[src/sv/assert_macros.svh]
// ----------------------------------------------------------------------------
// assert_macros.svh
// shared concurrent assertion macros, clocked on clk, disabled in reset
// ----------------------------------------------------------------------------
`ifndef ASSERT_MACROS_SVH
`define ASSERT_MACROS_SVH

// plain clocked property
`define ASSERT_CLK(label, prop, msg) \
  label: assert property (@(posedge clk) disable iff (!rst_n) prop) else $error(msg);

// same-cycle implication
`define ASSERT_IMP(label, ante, cons, msg) \
  `ASSERT_CLK(label, (ante) |-> (cons), msg)

// next-cycle implication
`define ASSERT_NXT(label, ante, cons, msg) \
  `ASSERT_CLK(label, (ante) |=> (cons), msg)

`endif

[src/sv/bsps_pkg.sv]
// ----------------------------------------------------------------------------
// bsps_pkg
// types, status codes and pattern table for the body script pattern scanner
// ----------------------------------------------------------------------------
package bsps_pkg;

  localparam int unsigned WIN_DEPTH = 14;
  localparam int unsigned PAT_COUNT = 6;
  localparam int unsigned PAT_MAX   = WIN_DEPTH + 1;
  localparam logic [15:0] MAX_LENGTH_RST = 16'd4096;

  typedef logic [7:0] char_t;

  typedef enum logic [1:0] {
    ST_OK        = 2'd0,
    ST_TOO_LONG  = 2'd1,
    ST_ZERO_BYTE = 2'd2,
    ST_INJECTION = 2'd3
  } status_t;

  // one beat moving from the input stage into the scan logic
  typedef struct packed {
    logic  go;
    logic  has_byte;
    logic  last;
    char_t value;
  } beat_t;

  // last character sits in the low byte
  localparam logic [PAT_MAX*8-1:0] PAT_TEXT [PAT_COUNT] = '{
    (PAT_MAX*8)'("<script"),
    (PAT_MAX*8)'("javascript:"),
    (PAT_MAX*8)'("onerror="),
    (PAT_MAX*8)'("onload="),
    (PAT_MAX*8)'("eval("),
    (PAT_MAX*8)'("document.cookie")
  };

  localparam int unsigned PAT_LEN [PAT_COUNT] = '{7, 11, 8, 7, 5, 15};

  function automatic char_t fold_case(input char_t c);
    char_t r;
    r = c;
    if (c >= 8'h41 && c <= 8'h5A) begin
      r = c + 8'h20;
    end
    return r;
  endfunction

  // seq[0] is the newest folded byte, seq[j] the one j bytes earlier
  function automatic logic pat_hit(input char_t seq [PAT_MAX]);
    logic any;
    logic ok;
    any = 1'b0;
    for (int p = 0; p < PAT_COUNT; p++) begin
      ok = 1'b1;
      for (int j = 0; j < PAT_MAX; j++) begin
        if (j < PAT_LEN[p] && seq[j] != PAT_TEXT[p][j*8 +: 8]) begin
          ok = 1'b0;
        end
      end
      any = any | ok;
    end
    return any;
  endfunction

endpackage

[src/sv/bsps_matcher.sv]
// ----------------------------------------------------------------------------
// bsps_matcher
// folded history window and parallel compare against the script patterns
// ----------------------------------------------------------------------------
`include "assert_macros.svh"

module bsps_matcher (
  input  logic            clk,
  input  logic            rst_n,
  input  bsps_pkg::beat_t beat,
  output logic            hit
);

  bsps_pkg::char_t win_r   [bsps_pkg::WIN_DEPTH];
  bsps_pkg::char_t win_nxt [bsps_pkg::WIN_DEPTH];
  bsps_pkg::char_t seq     [bsps_pkg::PAT_MAX];
  bsps_pkg::char_t cur;
  logic            clr;

  assign cur = bsps_pkg::fold_case(beat.value);
  assign clr = beat.go && beat.last;

  always_comb begin
    seq[0] = cur;
    for (int i = 0; i < bsps_pkg::WIN_DEPTH; i++) begin
      seq[i+1] = win_r[i];
    end
  end

  assign hit = beat.has_byte && bsps_pkg::pat_hit(seq);

  always_comb begin
    win_nxt = win_r;
    if (clr) begin
      for (int i = 0; i < bsps_pkg::WIN_DEPTH; i++) begin
        win_nxt[i] = '0;
      end
    end else if (beat.go && beat.has_byte) begin
      win_nxt[0] = cur;
      for (int i = 1; i < bsps_pkg::WIN_DEPTH; i++) begin
        win_nxt[i] = win_r[i-1];
      end
    end
  end

  always_ff @(posedge clk) begin
    if (!rst_n) begin
      for (int i = 0; i < bsps_pkg::WIN_DEPTH; i++) begin
        win_r[i] <= '0;
      end
    end else begin
      win_r <= win_nxt;
    end
  end

  `ASSERT_NXT(a_win_cleared, clr,
    win_r[0] == '0 && win_r[bsps_pkg::WIN_DEPTH-1] == '0, "window not cleared at body end")
  `ASSERT_NXT(a_win_shift, beat.go && beat.has_byte && !beat.last,
    win_r[0] == $past(cur), "newest window byte wrong")

endmodule

[src/sv/bsps_status.sv]
// ----------------------------------------------------------------------------
// bsps_status
// length count, body flags, status priority and result register
// ----------------------------------------------------------------------------
`include "assert_macros.svh"

module bsps_status #(
  parameter int unsigned LENGTH_BITS = 16
) (
  input  logic                   clk,
  input  logic                   rst_n,
  input  bsps_pkg::beat_t        beat,
  input  logic                   hit,
  input  logic [LENGTH_BITS-1:0] limit,
  input  logic                   out_stall,
  output logic                   slot_free,
  output logic                   out_valid,
  output logic [1:0]             out_status
);

  logic [LENGTH_BITS:0] cnt_r, cnt_nxt, cnt_upd;
  logic                 zero_r, zero_nxt, zero_upd;
  logic                 pat_r, pat_nxt, pat_upd;
  logic                 out_valid_r, out_valid_nxt;
  bsps_pkg::status_t    status_r, status_nxt;
  logic                 done;

  assign done      = beat.go && beat.last;
  assign slot_free = !out_valid_r || !out_stall;

  always_comb begin
    cnt_upd  = cnt_r;
    zero_upd = zero_r;
    pat_upd  = pat_r;
    if (beat.has_byte) begin
      if (!cnt_r[LENGTH_BITS]) begin
        cnt_upd = cnt_r + (LENGTH_BITS+1)'(1);
      end
      zero_upd = zero_r | (beat.value == '0);
      pat_upd  = pat_r | hit;
    end

    if (cnt_upd > {1'b0, limit}) begin
      status_nxt = bsps_pkg::ST_TOO_LONG;
    end else if (zero_upd) begin
      status_nxt = bsps_pkg::ST_ZERO_BYTE;
    end else if (pat_upd) begin
      status_nxt = bsps_pkg::ST_INJECTION;
    end else begin
      status_nxt = bsps_pkg::ST_OK;
    end

    cnt_nxt  = cnt_r;
    zero_nxt = zero_r;
    pat_nxt  = pat_r;
    if (done) begin
      cnt_nxt  = '0;
      zero_nxt = 1'b0;
      pat_nxt  = 1'b0;
    end else if (beat.go) begin
      cnt_nxt  = cnt_upd;
      zero_nxt = zero_upd;
      pat_nxt  = pat_upd;
    end

    out_valid_nxt = out_valid_r && out_stall;
    if (done) begin
      out_valid_nxt = 1'b1;
    end
  end

  always_ff @(posedge clk) begin
    if (!rst_n) begin
      cnt_r       <= '0;
      zero_r      <= 1'b0;
      pat_r       <= 1'b0;
      out_valid_r <= 1'b0;
    end else begin
      cnt_r       <= cnt_nxt;
      zero_r      <= zero_nxt;
      pat_r       <= pat_nxt;
      out_valid_r <= out_valid_nxt;
    end
  end

  always_ff @(posedge clk) begin
    if (done) begin
      status_r <= status_nxt;
    end
  end

  assign out_valid  = out_valid_r;
  assign out_status = status_r;

  `ASSERT_NXT(a_body_cleared, done,
    cnt_r == '0 && !zero_r && !pat_r, "body state not cleared after last beat")
  `ASSERT_NXT(a_result_loaded, done, out_valid_r, "last beat gave no result")
  `ASSERT_IMP(a_count_sat, cnt_r[LENGTH_BITS],
    cnt_r[LENGTH_BITS-1:0] == '0, "byte count ran past saturation")

endmodule

[src/sv/body_script_pattern_scanner.sv]
// ----------------------------------------------------------------------------
// body_script_pattern_scanner: input reg feeds scan logic and result reg, which
// gives the status; one beat per cycle, but a last beat waits on a stalled result
// synchronous active-low reset clears window, count, flags; max_length = 4096
// ----------------------------------------------------------------------------
module body_script_pattern_scanner #(
  parameter int unsigned LENGTH_BITS = 16
) (
  input  logic        clk,
  input  logic        rst_n,
  input  logic        in_valid,
  output logic        in_stall,
  input  logic [7:0]  in_byte_value,
  input  logic        in_has_byte,
  input  logic        in_last,
  output logic        out_valid,
  input  logic        out_stall,
  output logic [1:0]  out_status,
  input  logic        cfg_valid,
  output logic        cfg_ready,
  input  logic [15:0] cfg_max_length
);

  logic                   s1_valid_r, s1_valid_nxt;
  bsps_pkg::char_t        s1_value_r;
  logic                   s1_has_r;
  logic                   s1_last_r;
  logic [15:0]            max_len_r;
  logic [LENGTH_BITS-1:0] limit;
  logic                   slot_free;
  logic                   go;
  logic                   accept;
  logic                   hit;
  bsps_pkg::beat_t        beat;

  assign cfg_ready = 1'b1;
  assign limit     = LENGTH_BITS'(max_len_r);

  assign go       = s1_valid_r && (!s1_last_r || slot_free);
  assign in_stall = s1_valid_r && !go;
  assign accept   = in_valid && !in_stall;

  always_comb begin
    s1_valid_nxt = s1_valid_r && !go;
    if (accept) begin
      s1_valid_nxt = 1'b1;
    end
  end

  always_ff @(posedge clk) begin
    if (!rst_n) begin
      s1_valid_r <= 1'b0;
      max_len_r  <= bsps_pkg::MAX_LENGTH_RST;
    end else begin
      s1_valid_r <= s1_valid_nxt;
      if (cfg_valid && cfg_ready) begin
        max_len_r <= cfg_max_length;
      end
    end
  end

  always_ff @(posedge clk) begin
    if (accept) begin
      s1_value_r <= in_byte_value;
      s1_has_r   <= in_has_byte;
      s1_last_r  <= in_last;
    end
  end

  always_comb begin
    beat.go       = go;
    beat.has_byte = s1_has_r;
    beat.last     = s1_last_r;
    beat.value    = s1_value_r;
  end

  bsps_matcher u_matcher (
    .clk   (clk),
    .rst_n (rst_n),
    .beat  (beat),
    .hit   (hit)
  );

  bsps_status #(
    .LENGTH_BITS (LENGTH_BITS)
  ) u_status (
    .clk        (clk),
    .rst_n      (rst_n),
    .beat       (beat),
    .hit        (hit),
    .limit      (limit),
    .out_stall  (out_stall),
    .slot_free  (slot_free),
    .out_valid  (out_valid),
    .out_status (out_status)
  );

endmodule
[config.mk]
export PLATFORM = sky130hd
export DESIGN_NAME = body_script_pattern_scanner
export DESIGN_NICKNAME = d
export VERILOG_FILES = /design/src/sv/bsps_pkg.sv /design/src/sv/bsps_matcher.sv /design/src/sv/bsps_status.sv /design/src/sv/body_script_pattern_scanner.sv
export VERILOG_INCLUDE_DIRS = /design/src /design/src/sv
export SDC_FILE = /design/constraint.sdc
export NUM_CORES = 1
export LEC_CHECK = 0
export BUFFER_PORTS_ARGS = -buffer_cell sky130_fd_sc_hd__buf_2
export CAP_MARGIN = 20
export CORE_MARGIN = 2
export CORE_UTILIZATION = 45
export DETAILED_ROUTE_END_ITERATION = 6
export HOLD_SLACK_MARGIN = 0.12
export PLACE_DENSITY = 0.63
export SLEW_MARGIN = 20
export SYNTH_ARGS = -nofsm -noshare
export SYNTH_HDL_FRONTEND = slang
export SYNTH_SLANG_ARGS = --single-unit
[constraint.sdc]
create_clock -name clk -period 5.5 [get_ports clk]
set_input_delay 0.825 -clock clk [delete_from_list [all_inputs] [get_ports clk]]
set_output_delay 0.825 -clock clk [all_outputs]
set_load 0.05 [all_outputs]
==> results of run 1 <==
## sequential cells by signal (all words and copies together) (netlist names)
name,flops
u_status.zero_r,1
u_status.cnt_r,17
s1_has_r,1
u_matcher.seq,112
s1_value_r,8
limit,16
u_status.pat_r,1
s1_last_r,1
u_status.out_status,2
u_status.out_valid,1
s1_valid_r,1
## logic make-up after synthesis
group           synth area share (%)
compound gates                  11.6
mux                             2.39
simple gates                    28.9
buf+inv                         3.93
fa+ha+maj                       3.14
xor+xnor                        3.42
other cells                   0.0523
flops                           46.6
## worst max path at each step
stage                                        end  slack (ps)
final                     u_status.out_status[1]        2030
after global routing      u_status.out_status[1]        1700
after CTS                 u_status.out_status[1]        2090
after detailed placement  u_status.out_status[1]        2140
after global placement    u_status.out_status[1]        2240
after floorplan           u_status.out_status[1]        2820
## report_power, final
group	leakage (nW)	internal (mW)	total, mW	switching [mW]
clock network	0.310	0.743	1.26	0.520
registers	1.32	1.20	1.21	0.0154
logic	1.17	0.0388	0.117	0.0786
## cell usage in the layout, fill, tap and decap left out, drive strengths merged, types with 4 or more instances in the layout
master,synthesis,layout
xor2,16,16
nand3,19,19
edfxtp,12,12
nor2b,20,20
nor4bb,7,7
buf,11,38
ha,18,18
xnor2,12,12
o21ai,10,10
nor2,38,38
nor3b,6,6
dfxtp,149,149
and3,5,5
nand4,20,20
nor4b,9,9
clkbuf,40,18
a21oi,120,120
inv,22,29
nor3,13,13
nor4,9,9
or4,5,5
nand4b,4,4
nand2,252,252
clkinv,0,4
nand2b,5,5
and4,4,4
mux2i,16,16
or3,6,6
## routing by layer
| metal | vias up | GRT usage [%] |
|---|---|---|
| met5 | - | 0 |
| met4 | 0 | 5.88 |
| met3 | 21 | 4.84 |
| met2 | 83 | 31.2 |
| met1 | 2731 | 27.1 |
| li1 | 3003 | - |
## stage by stage
stage,instances,cell area [µm²],utilization (%)
CTS,1112,8090,51.5
floorplan,878,7170,-
detailed placement,1080,7460,47.5
global placement,1080,7460,47.5
global route,1113,8110,51.6
finish,1113,8110,51.6
## layout make-up
class	count	area (µm²)	share of cell area, %
multi-input combinational	644	3570	44.0
inverter	22	82.6	1.02
timing repair buffer	38	220	2.71
clock buffer	18	439	5.41
clock inverter	14	191	2.36
tap	216	270	3.33
sequential	161	3340	41.2
## critical path, cell delays in order, from the launching register on
cell and delay (ps):
edfxtp_1 510, nor2b_1 530, nand4_2 280, nor2_2 330, nand2_1 110, xnor2_1 160, ha_1 300, nand4_1 130
nor3_1 260, nand2_1 90, o2111ai_1 190, nand2_1 140, o21ai_0 100, o21ai_1 80
==> results.py, run 1 <==
metrics = {
    "worst_setup_path": {
        "required_ps": 5670,
        "r2r_slack_ps": 2030,
        "critPathMaxFanout": 8,
        "crit_path_end_kind": "register",
        "reg2regPathDepth": 13,
        "critPathLaunch": "s1_has_r",
        "r2r-start": "s1_has_r",
        "r2r-end": "u_status.out_status[1]",
        "critical_path_class": "reg2reg",
        "crit_arrival_ps": 3640,
        "start_kind": "register",
    },
    "grt": {
        "grt_usage_pct": 19.8,
        "antenna_found_initial": 0,
        "grt_pass1_vias": 5382,
        "globalRouteOverflowTotal": 0,
        "grt_max_degree": 113,
        "grt_pass1_wl_mm": 26.8,
    },
    "logic_synthesis": {
        "syn-cell-area_um2": 7170,
        "synth_cell_types": 59,
        "ys_async_sr_fraction_pct": 0,
        "synth_top_area_share_pct": 41.6,
        "syn_inst": 878,
        "synth_area_per_cell_um2": 8.17,
        "synth_commonest_cells": "nand2_1 (252), dfxtp_1 (149), a21oi_1 (118), clkbuf_1 (40), nor2_1 (36)",
        "yosysWarnings": 0,
        "yosysMostFrequentCell": "nand2_1",
        "synth_seq_cells": 161,
        "yosysTopAreaCell": "dfxtp_1",
        "ys.flop_type": "dfxtp_1",
        "synth_edf_count": 12,
        "synth_area_leaders": "dfxtp_1 (42%), nand2_1 (13%), a21oi_1 (8.2%)",
        "ys_seq_area_share_pct": 46.6,
        "syn_nets": 927,
    },
    "clock_network": {
        "numCtsBuffers": 17,
        "htree_levels": 4,
        "cts.sinks": 161,
        "post_cts_buffers": 0,
        "root_buffer": "clkbuf_16",
        "cts_tree": "built",
        "hold_buffers": 0,
        "ctsResizeCount": 0,
        "cts_buffer_depth": 2,
        "clk_pin_slew_ps": 70,
        "clock_latency_ps": 430,
    },
    "hold_path": {
        "min_from": "u_matcher.seq[36]",
        "hp-class": "reg2reg",
        "holdPathEnd": "u_matcher.seq[28]",
        "whs_path_depth": 2,
    },
    "power": {
        "p_per_area_nw_per_um2": 319,
        "p_leak_nw": 2.80,
        "ir_drop_v": 0.000214,
        "power_mw": 2.59,
    },
    "layout": {
        "fin_nets": 933,
        "synthToLayoutAreaGrowth_pct": 13.1,
        "fillCellCount": 1506,
        "drive_above_1_share_pct": 9.59,
        "diodes": 0,
    },
    "timing": {
        "setup_viol": 0,
        "layout_setup_ws_ps": 2030,
        "max_freq_mhz": 288,
        "timing.final.crit_share_pct": 63.0,
        "final_hold_viol_count": 0,
        "drv_slew": 0,
        "tightest_slew_ps": 916,
        "rsz0062_at_grt": "no",
        "hold_slack_ps": 455,
        "max_slew_margin_pct": 38.8,
        "fin_tns_setup_ps": 0,
        "final.min_clock_period_ps": 3470,
        "finClkSkew_ps": 9.89,
    },
    "route": {
        "routed-wl-met3_um": 580,
        "wl_met2_mm": 7.48,
        "wl_met1_mm": 8.01,
        "drt-initial-drc-count": 444,
        "wl_per_cell_um": 14.6,
        "vias_per_cell": 5.25,
        "dr_total_vias": 5838,
        "drt-pass1-iter-count": 5,
        "top_layer_used": "met4",
        "drc": 0,
        "antenna_left": 0,
        "drt-total-wl_mm": 16.3,
    },
    "placed_design": {
        "routabilityCongestion": 0.884,
        "dp_slack_ps": 2140,
        "dpl.hpwl_mm": 10.7,
        "numPortBuffers": 34,
    },
    "floorplanning": {
        "die_w_um": 130,
        "rows": 46,
        "initial_core_util_pct": 45.6,
        "io_pins": 36,
        "dieArea_um2": 17000,
        "core_um2": 15700,
        "die_h_um": 130,
    },
    "job": {
        "cap_violations": 0,
    },
    "outcome": {
        "status": "complete, no violations",
    },
}
No activity file was read; power rests on OpenSTA's default activity.
==> run 2, diff against run 1 <==
--- a/config.mk
+++ b/config.mk
@@ -6,6 +6,7 @@
 export SDC_FILE = /design/constraint.sdc
 export NUM_CORES = 1
 export LEC_CHECK = 0
+export ABC_AREA = 1
 export BUFFER_PORTS_ARGS = -buffer_cell sky130_fd_sc_hd__buf_2
 export CAP_MARGIN = 20
 export CORE_MARGIN = 2
==> constraint.sdc (replaced) <==
create_clock -name clk -period 3.6 [get_ports clk]
set_input_delay 0.54 -clock clk [delete_from_list [all_inputs] [get_ports clk]]
set_output_delay 0.54 -clock clk [all_outputs]
set_load 0.05 [all_outputs]
==> results.py, run 2 <==
metrics = {
    "logic_synthesis": {
        "yosysMostFrequentCell": "nand2_1",
        "post_synth_xor_area_fraction_pct": 1.29,
        "synth_edf_count": 12,
        "synth_compound_area_share_pct": 19.3,
        "synth_top_area_share_pct": 40.0,
        "syn_inst": 1049,
        "ys_async_sr_fraction_pct": 0,
        "synth_cell_types": 31,
        "synth_seq_cells": 161,
        "ys_seq_area_share_pct": 44.9,
        "yosys.area_share.adder_pct": 3.02,
        "synth_area_per_cell_um2": 7.10,
        "synth.area.mux_share_pct": 0,
        "syn_nets": 1098,
        "yosys.area_share.simple_pct": 21.5,
        "synth_top_family_by_area": "simple AND/OR/NAND/NOR gates",
        "syn-cell-area_um2": 7450,
        "ys.flop_type": "dfxtp_1",
        "yosysTopAreaCell": "dfxtp_1",
        "synth_commonest_cells": "nand2_1 (198), a21oi_1 (152), dfxtp_1 (149), inv_1 (143), o21ai_0 (121)",
        "synth_area_leaders": "dfxtp_1 (40%), a21oi_1 (10%), nand2_1 (10%)",
        "yosysWarnings": 0,
    },
    "worst_setup_path": {
        "start_kind": "register",
        "critPathMaxStageDelay_ps": 430,
        "cp_cell_sequence": "ha_1 > nand2_1 > nor3_1 > nand2_1 > nor2_1 > nand2_1 > xor2_1 > ha_1 > a21oi_1 > nor2_1 > a211oi_1 > nor2_1 > nor2_1 > nand3_1 > nand2_1 > nand2_1",
        "cpMaxStageDelayCell": "dfxtp_1",
        "critPathMaxFanout": 4,
        "cp_top_family": "simple AND/OR/NAND/NOR gates",
        "crit_top_cell": "nand2_1",
        "cp.buffers_inverters": 0,
        "crit_arrival_ps": 3270,
        "critical_path_class": "reg2reg",
        "required_ps": 3780,
        "crit_path_end_kind": "register",
    },
    "route": {
        "vias_per_cell": 5.10,
        "drt-total-wl_mm": 17.9,
        "dr_total_vias": 6604,
        "wl_per_cell_um": 13.8,
        "drt-initial-drc-count": 501,
        "drc": 0,
        "drt-pass1-iter-count": 6,
        "antenna_left": 0,
    },
    "grt": {
        "globalRouteOverflowTotal": 0,
        "grt_usage_pct": 21.0,
        "grt_pass1_wl_mm": 29.3,
        "antenna_found_initial": 0,
        "grt_max_degree": 96,
        "grt_pass1_vias": 5858,
    },
    "floorplanning": {
        "initial_core_util_pct": 45.4,
        "io_pins": 36,
        "die_h_um": 133,
        "rows": 47,
        "die_w_um": 133,
        "dieArea_um2": 17600,
        "core_um2": 16400,
    },
    "layout": {
        "final_cell_mix": "nand2_1 (198), a21oi_1 (152), dfxtp_1 (149)",
        "post-route-util_pct": 51.3,
        "largest_reg_flops": 112,
        "diodes": 0,
        "drive_above_1_share_pct": 7.81,
        "fin_nets": 1112,
        "synthToLayoutAreaGrowth_pct": 12.9,
        "final_cells": 1296,
        "final_common_cell": "nand2_1",
    },
    "timing": {
        "setup_viol": 0,
        "max_freq_mhz": 323,
        "final.min_clock_period_ps": 3090,
        "layout_setup_ws_ps": 509,
        "max_slew_margin_pct": 30.1,
        "tightest_slew_ps": 1040,
        "final_hold_viol_count": 0,
        "timing.final.crit_share_pct": 85.9,
        "finClkSkew_ps": 5.78,
        "rsz0062_at_grt": "no",
        "drv_slew": 0,
        "fin_tns_setup_ps": 0,
    },
    "clock_network": {
        "cts_tree": "built",
        "cts_buffer_depth": 2,
        "clock_latency_ps": 430,
        "ctsResizeCount": 0,
        "root_buffer": "clkbuf_16",
        "numCtsBuffers": 17,
        "post_cts_buffers": 0,
        "hold_buffers": 0,
        "clk_pin_slew_ps": 60,
        "htree_levels": 4,
        "cts.sinks": 161,
    },
    "job": {
        "cap_violations": 0,
    },
    "outcome": {
        "status": "complete, no violations",
    },
    "placed_design": {
        "numPortBuffers": 34,
        "dpl.hpwl_mm": 12.5,
        "dp.cells": 1264,
        "routabilityCongestion": 0.897,
        "dp_slack_ps": 551,
    },
    "power": {
        "ir_drop_v": 0.000370,
        "p_per_area_nw_per_um2": 496,
        "p_leak_nw": 3.35,
    },
    "hold_path": {
        "hp-class": "in2reg",
    },
}
==> run 2: changes by cell type in the layout (fill, tap and decap cells not counted), sizes merged, moves of 11 or more <==
cell	previous run	this run
xnor2	12	1
a21oi	120	152
nor2b	20	0
o21ai	10	124
inv	29	148
mux2i	16	0
nand2	252	201
nor2	38	112
==> run 2: area by class of cell <==
type / count / area (µm²)
fillers: 1645 / 8000
well taps: 220 / 275
multi-input cells: 696 / 3370
flip-flops and latches: 161 / 3340
clock buffers: 26 / 562
repair buffers: 40 / 240
inverters: 147 / 554
clock inverters: 6 / 62.6
==> run 2: metal layers <==
| layer | vias up | share of wire, % | global-route usage, % |
|---|---|---|---|
| met2 | 157 | 43 | 31.3 |
| li1 | 3429 | - | - |
| met1 | 2995 | 49 | 30.2 |
| met5 | - | 0 | 0 |
| met4 | 0 | 1.8 | 7.53 |
| met3 | 23 | 5.5 | 4.02 |
==> run 2: logic make-up (layout without fill, tap and decap cells) <==
group           after synthesis  count (layout)
other cells                   1               1
buf+inv                     192             219
flops                       161             161
xor+xnor                     11              11
compound gates              284             284
fa+ha+maj                    18              18
simple gates                382             382
==> run 2: path summary, 6_finish.rpt <==
path / start / endpoint / slack [ps] / cells after the start
worst max register to register: u_status.cnt_r[0] / u_status.out_status[0] / 510 / 16
worst min register to register: u_matcher.seq[7] / u_matcher.seq[7] / 450 / 2
worst max-delay path: u_status.cnt_r[0] / u_status.out_status[0] / 510 / 16
worst min-delay path: in_byte_value[6] / s1_value_r[6] / 280 / 1
==> run 2: stage by stage <==
stage	hold WS (ps)	total power, mW	instance area [µm²]
2_1_floorplan	429	2.23	7450
3_3_place_gp	438	2.33	7780
3_5_place_dp	446	2.34	7780
4_1_cts	266	4.21	8410
5_1_grt	268	4.35	8410
6_report	285	4.17	8410
==> run 2: report_power, final <==
group	internal (mW)	leakage [nW]	total, mW	switching (mW)
Sequential	1.88	1.33	1.94	0.0543
Clock	1.15	0.309	1.87	0.723
Combinational	0.120	1.70	0.362	0.242
Total	3.15	3.35	4.17	1.02
==> run 3, diff against run 2 <==
--- a/config.mk
+++ b/config.mk
@@ -9,9 +9,11 @@
 export ABC_AREA = 1
 export BUFFER_PORTS_ARGS = -buffer_cell sky130_fd_sc_hd__buf_2
 export CAP_MARGIN = 20
+export CORE_ASPECT_RATIO = 0.75
 export CORE_MARGIN = 2
 export CORE_UTILIZATION = 45
 export DETAILED_ROUTE_END_ITERATION = 6
+export GPL_ROUTABILITY_DRIVEN = 0
 export HOLD_SLACK_MARGIN = 0.12
 export PLACE_DENSITY = 0.63
 export SLEW_MARGIN = 20
==> results.py, run 3 (synthesis results as in run 2) <==
metrics = {
    "layout": {
        "final_cell_area_um2": 8390,
        "synthToLayoutAreaGrowth_pct": 12.6,
        "fillCellCount": 1644,
        "post-route-util_pct": 52.0,
        "final_cells": 1288,
        "drive_above_1_share_pct": 7.88,
        "largest_reg_flops": 112,
        "final_common_cell": "nand2_1",
        "final_cell_mix": "nand2_1 (198), a21oi_1 (152), dfxtp_1 (149)",
        "diodes": 0,
        "fin_nets": 1115,
    },
    "clock_network": {
        "cts_buffer_depth": 2,
        "clk_pin_slew_ps": 60,
        "clock_latency_ps": 420,
        "htree_levels": 4,
        "cts.sinks": 161,
        "ctsResizeCount": 0,
        "hold_buffers": 0,
        "cts_tree": "built",
        "numCtsBuffers": 17,
        "post_cts_buffers": 0,
        "root_buffer": "clkbuf_16",
    },
    "power": {
        "ir_drop_v": 0.000259,
        "p_comb_share_pct": 8.7,
        "pwr-share-clk_pct": 44.7,
        "p_seq_share_pct": 46.6,
        "p_int_mw": 3.15,
        "switching_share_pct": 24.4,
        "p_sw_mw": 1.02,
        "power_mw": 4.16,
        "p_leak_nw": 3.34,
        "p_per_area_nw_per_um2": 496,
    },
    "worst_setup_path": {
        "critical_path_class": "reg2reg",
        "critPathMaxFanout": 4,
        "required_ps": 3790,
        "crit_path_end_kind": "register",
        "start_kind": "register",
        "crit_arrival_ps": 3450,
    },
    "timing": {
        "final.min_clock_period_ps": 3260,
        "timing.final.crit_share_pct": 90.6,
        "rsz0062_at_grt": "no",
        "final_hold_viol_count": 0,
        "tightest_slew_ps": 726,
        "max_freq_mhz": 307,
        "hold_slack_ps": 286,
        "layout_setup_ws_ps": 339,
        "max_slew_margin_pct": 51.5,
        "fin_tns_setup_ps": 0,
        "setup_viol": 0,
        "finClkSkew_ps": 7.74,
        "drv_slew": 0,
    },
    "route": {
        "drt-initial-drc-count": 495,
        "vias_per_cell": 5.04,
        "wl_per_cell_um": 13.5,
        "drc": 0,
        "antenna_left": 0,
        "drt-total-wl_mm": 17.4,
        "drt-pass1-iter-count": 5,
        "dr_total_vias": 6491,
    },
    "grt": {
        "grt_pass1_vias": 5886,
        "grt_max_degree": 77,
        "grt_usage_pct": 20.7,
        "globalRouteOverflowTotal": 0,
        "gr-max-usage-layer": "met1",
        "grt_pass1_wl_mm": 29.2,
        "grtUsageMet2_pct": 28.8,
        "grt.met1_usage_pct": 31.2,
        "use_met3_pct": 5.98,
        "antenna_found_initial": 0,
    },
    "floorplanning": {
        "io_pins": 36,
        "die_w_um": 153,
        "initial_core_util_pct": 46.2,
        "core_um2": 16100,
        "die_h_um": 115,
        "rows": 40,
        "dieArea_um2": 17600,
    },
    "placed_design": {
        "dp.cells": 1257,
        "dpl.hpwl_mm": 12.3,
        "place_area_um2": 7780,
        "dp_slack_ps": 425,
        "numPortBuffers": 34,
    },
    "outcome": {
        "status": "complete, no violations",
    },
    "hold_path": {
        "hp-class": "in2reg",
    },
    "job": {
        "cap_violations": 0,
    },
}
## run 3: cell count changes in the layout (fill, tap and decap cells not counted), sizes merged
cell | previous run | this run
clkbuf | 26 | 22
clkinvlp | 1 | 3
bufinv | 1 | 3
clkinv | 3 | 2
buf | 40 | 43
## run 3: power by group through the flow
stage / logic [mW] / registers, mW / clock network, mW
4_1_cts: 0.361 / 1.94 / 1.90
3_3_place_gp: 0.355 / 1.98 / 0
6_report: 0.362 / 1.94 / 1.86
3_5_place_dp: 0.358 / 1.98 / 0
5_1_grt: 0.421 / 1.95 / 1.97
2_1_floorplan: 0.265 / 1.97 / 0
## run 3: cell type report
class | instances | area [µm²] | area share [%]
multi-input combinational | 696 | 3370 | 40.2
sequential | 161 | 3340 | 39.9
inverter | 147 | 554 | 6.61
clock buffer | 22 | 474 | 5.65
tap | 210 | 263 | 3.13
timing repair buffer | 43 | 250 | 2.98
clock inverter | 9 | 131 | 1.57
## run 3: worst max-delay path, cell delays in order (launching register included)
cell     delay, ps
dfxtp_1        420
ha_1           200
nand2_1         70
nor3_1         380
nand2_1        170
nor2_1         260
xor2_1         130
ha_1           340
nand2_1         70
nor3_1         190
nor3b_1        380
nand3_1        140
nand3_1         90
nand2_1         90
nand2_1         80
inv_1           30
## run 3: layer usage
layer	up-vias	wire length, µm
li1	3437	-
met1	2889	9430
met2	146	6700
met3	19	1100
met4	0	185
met5	-	0
## run 3: worst paths after layout
check	from	end	slack (ps)	cells after the start
hold / removal	in_has_byte	s1_has_r	290	1
setup / recovery	u_status.cnt_r[0]	u_status.out_status[1]	340	15
setup reg to reg	u_status.cnt_r[0]	u_status.out_status[1]	340	15
hold reg to reg	u_matcher.seq[1]	u_matcher.seq[1]	450	2
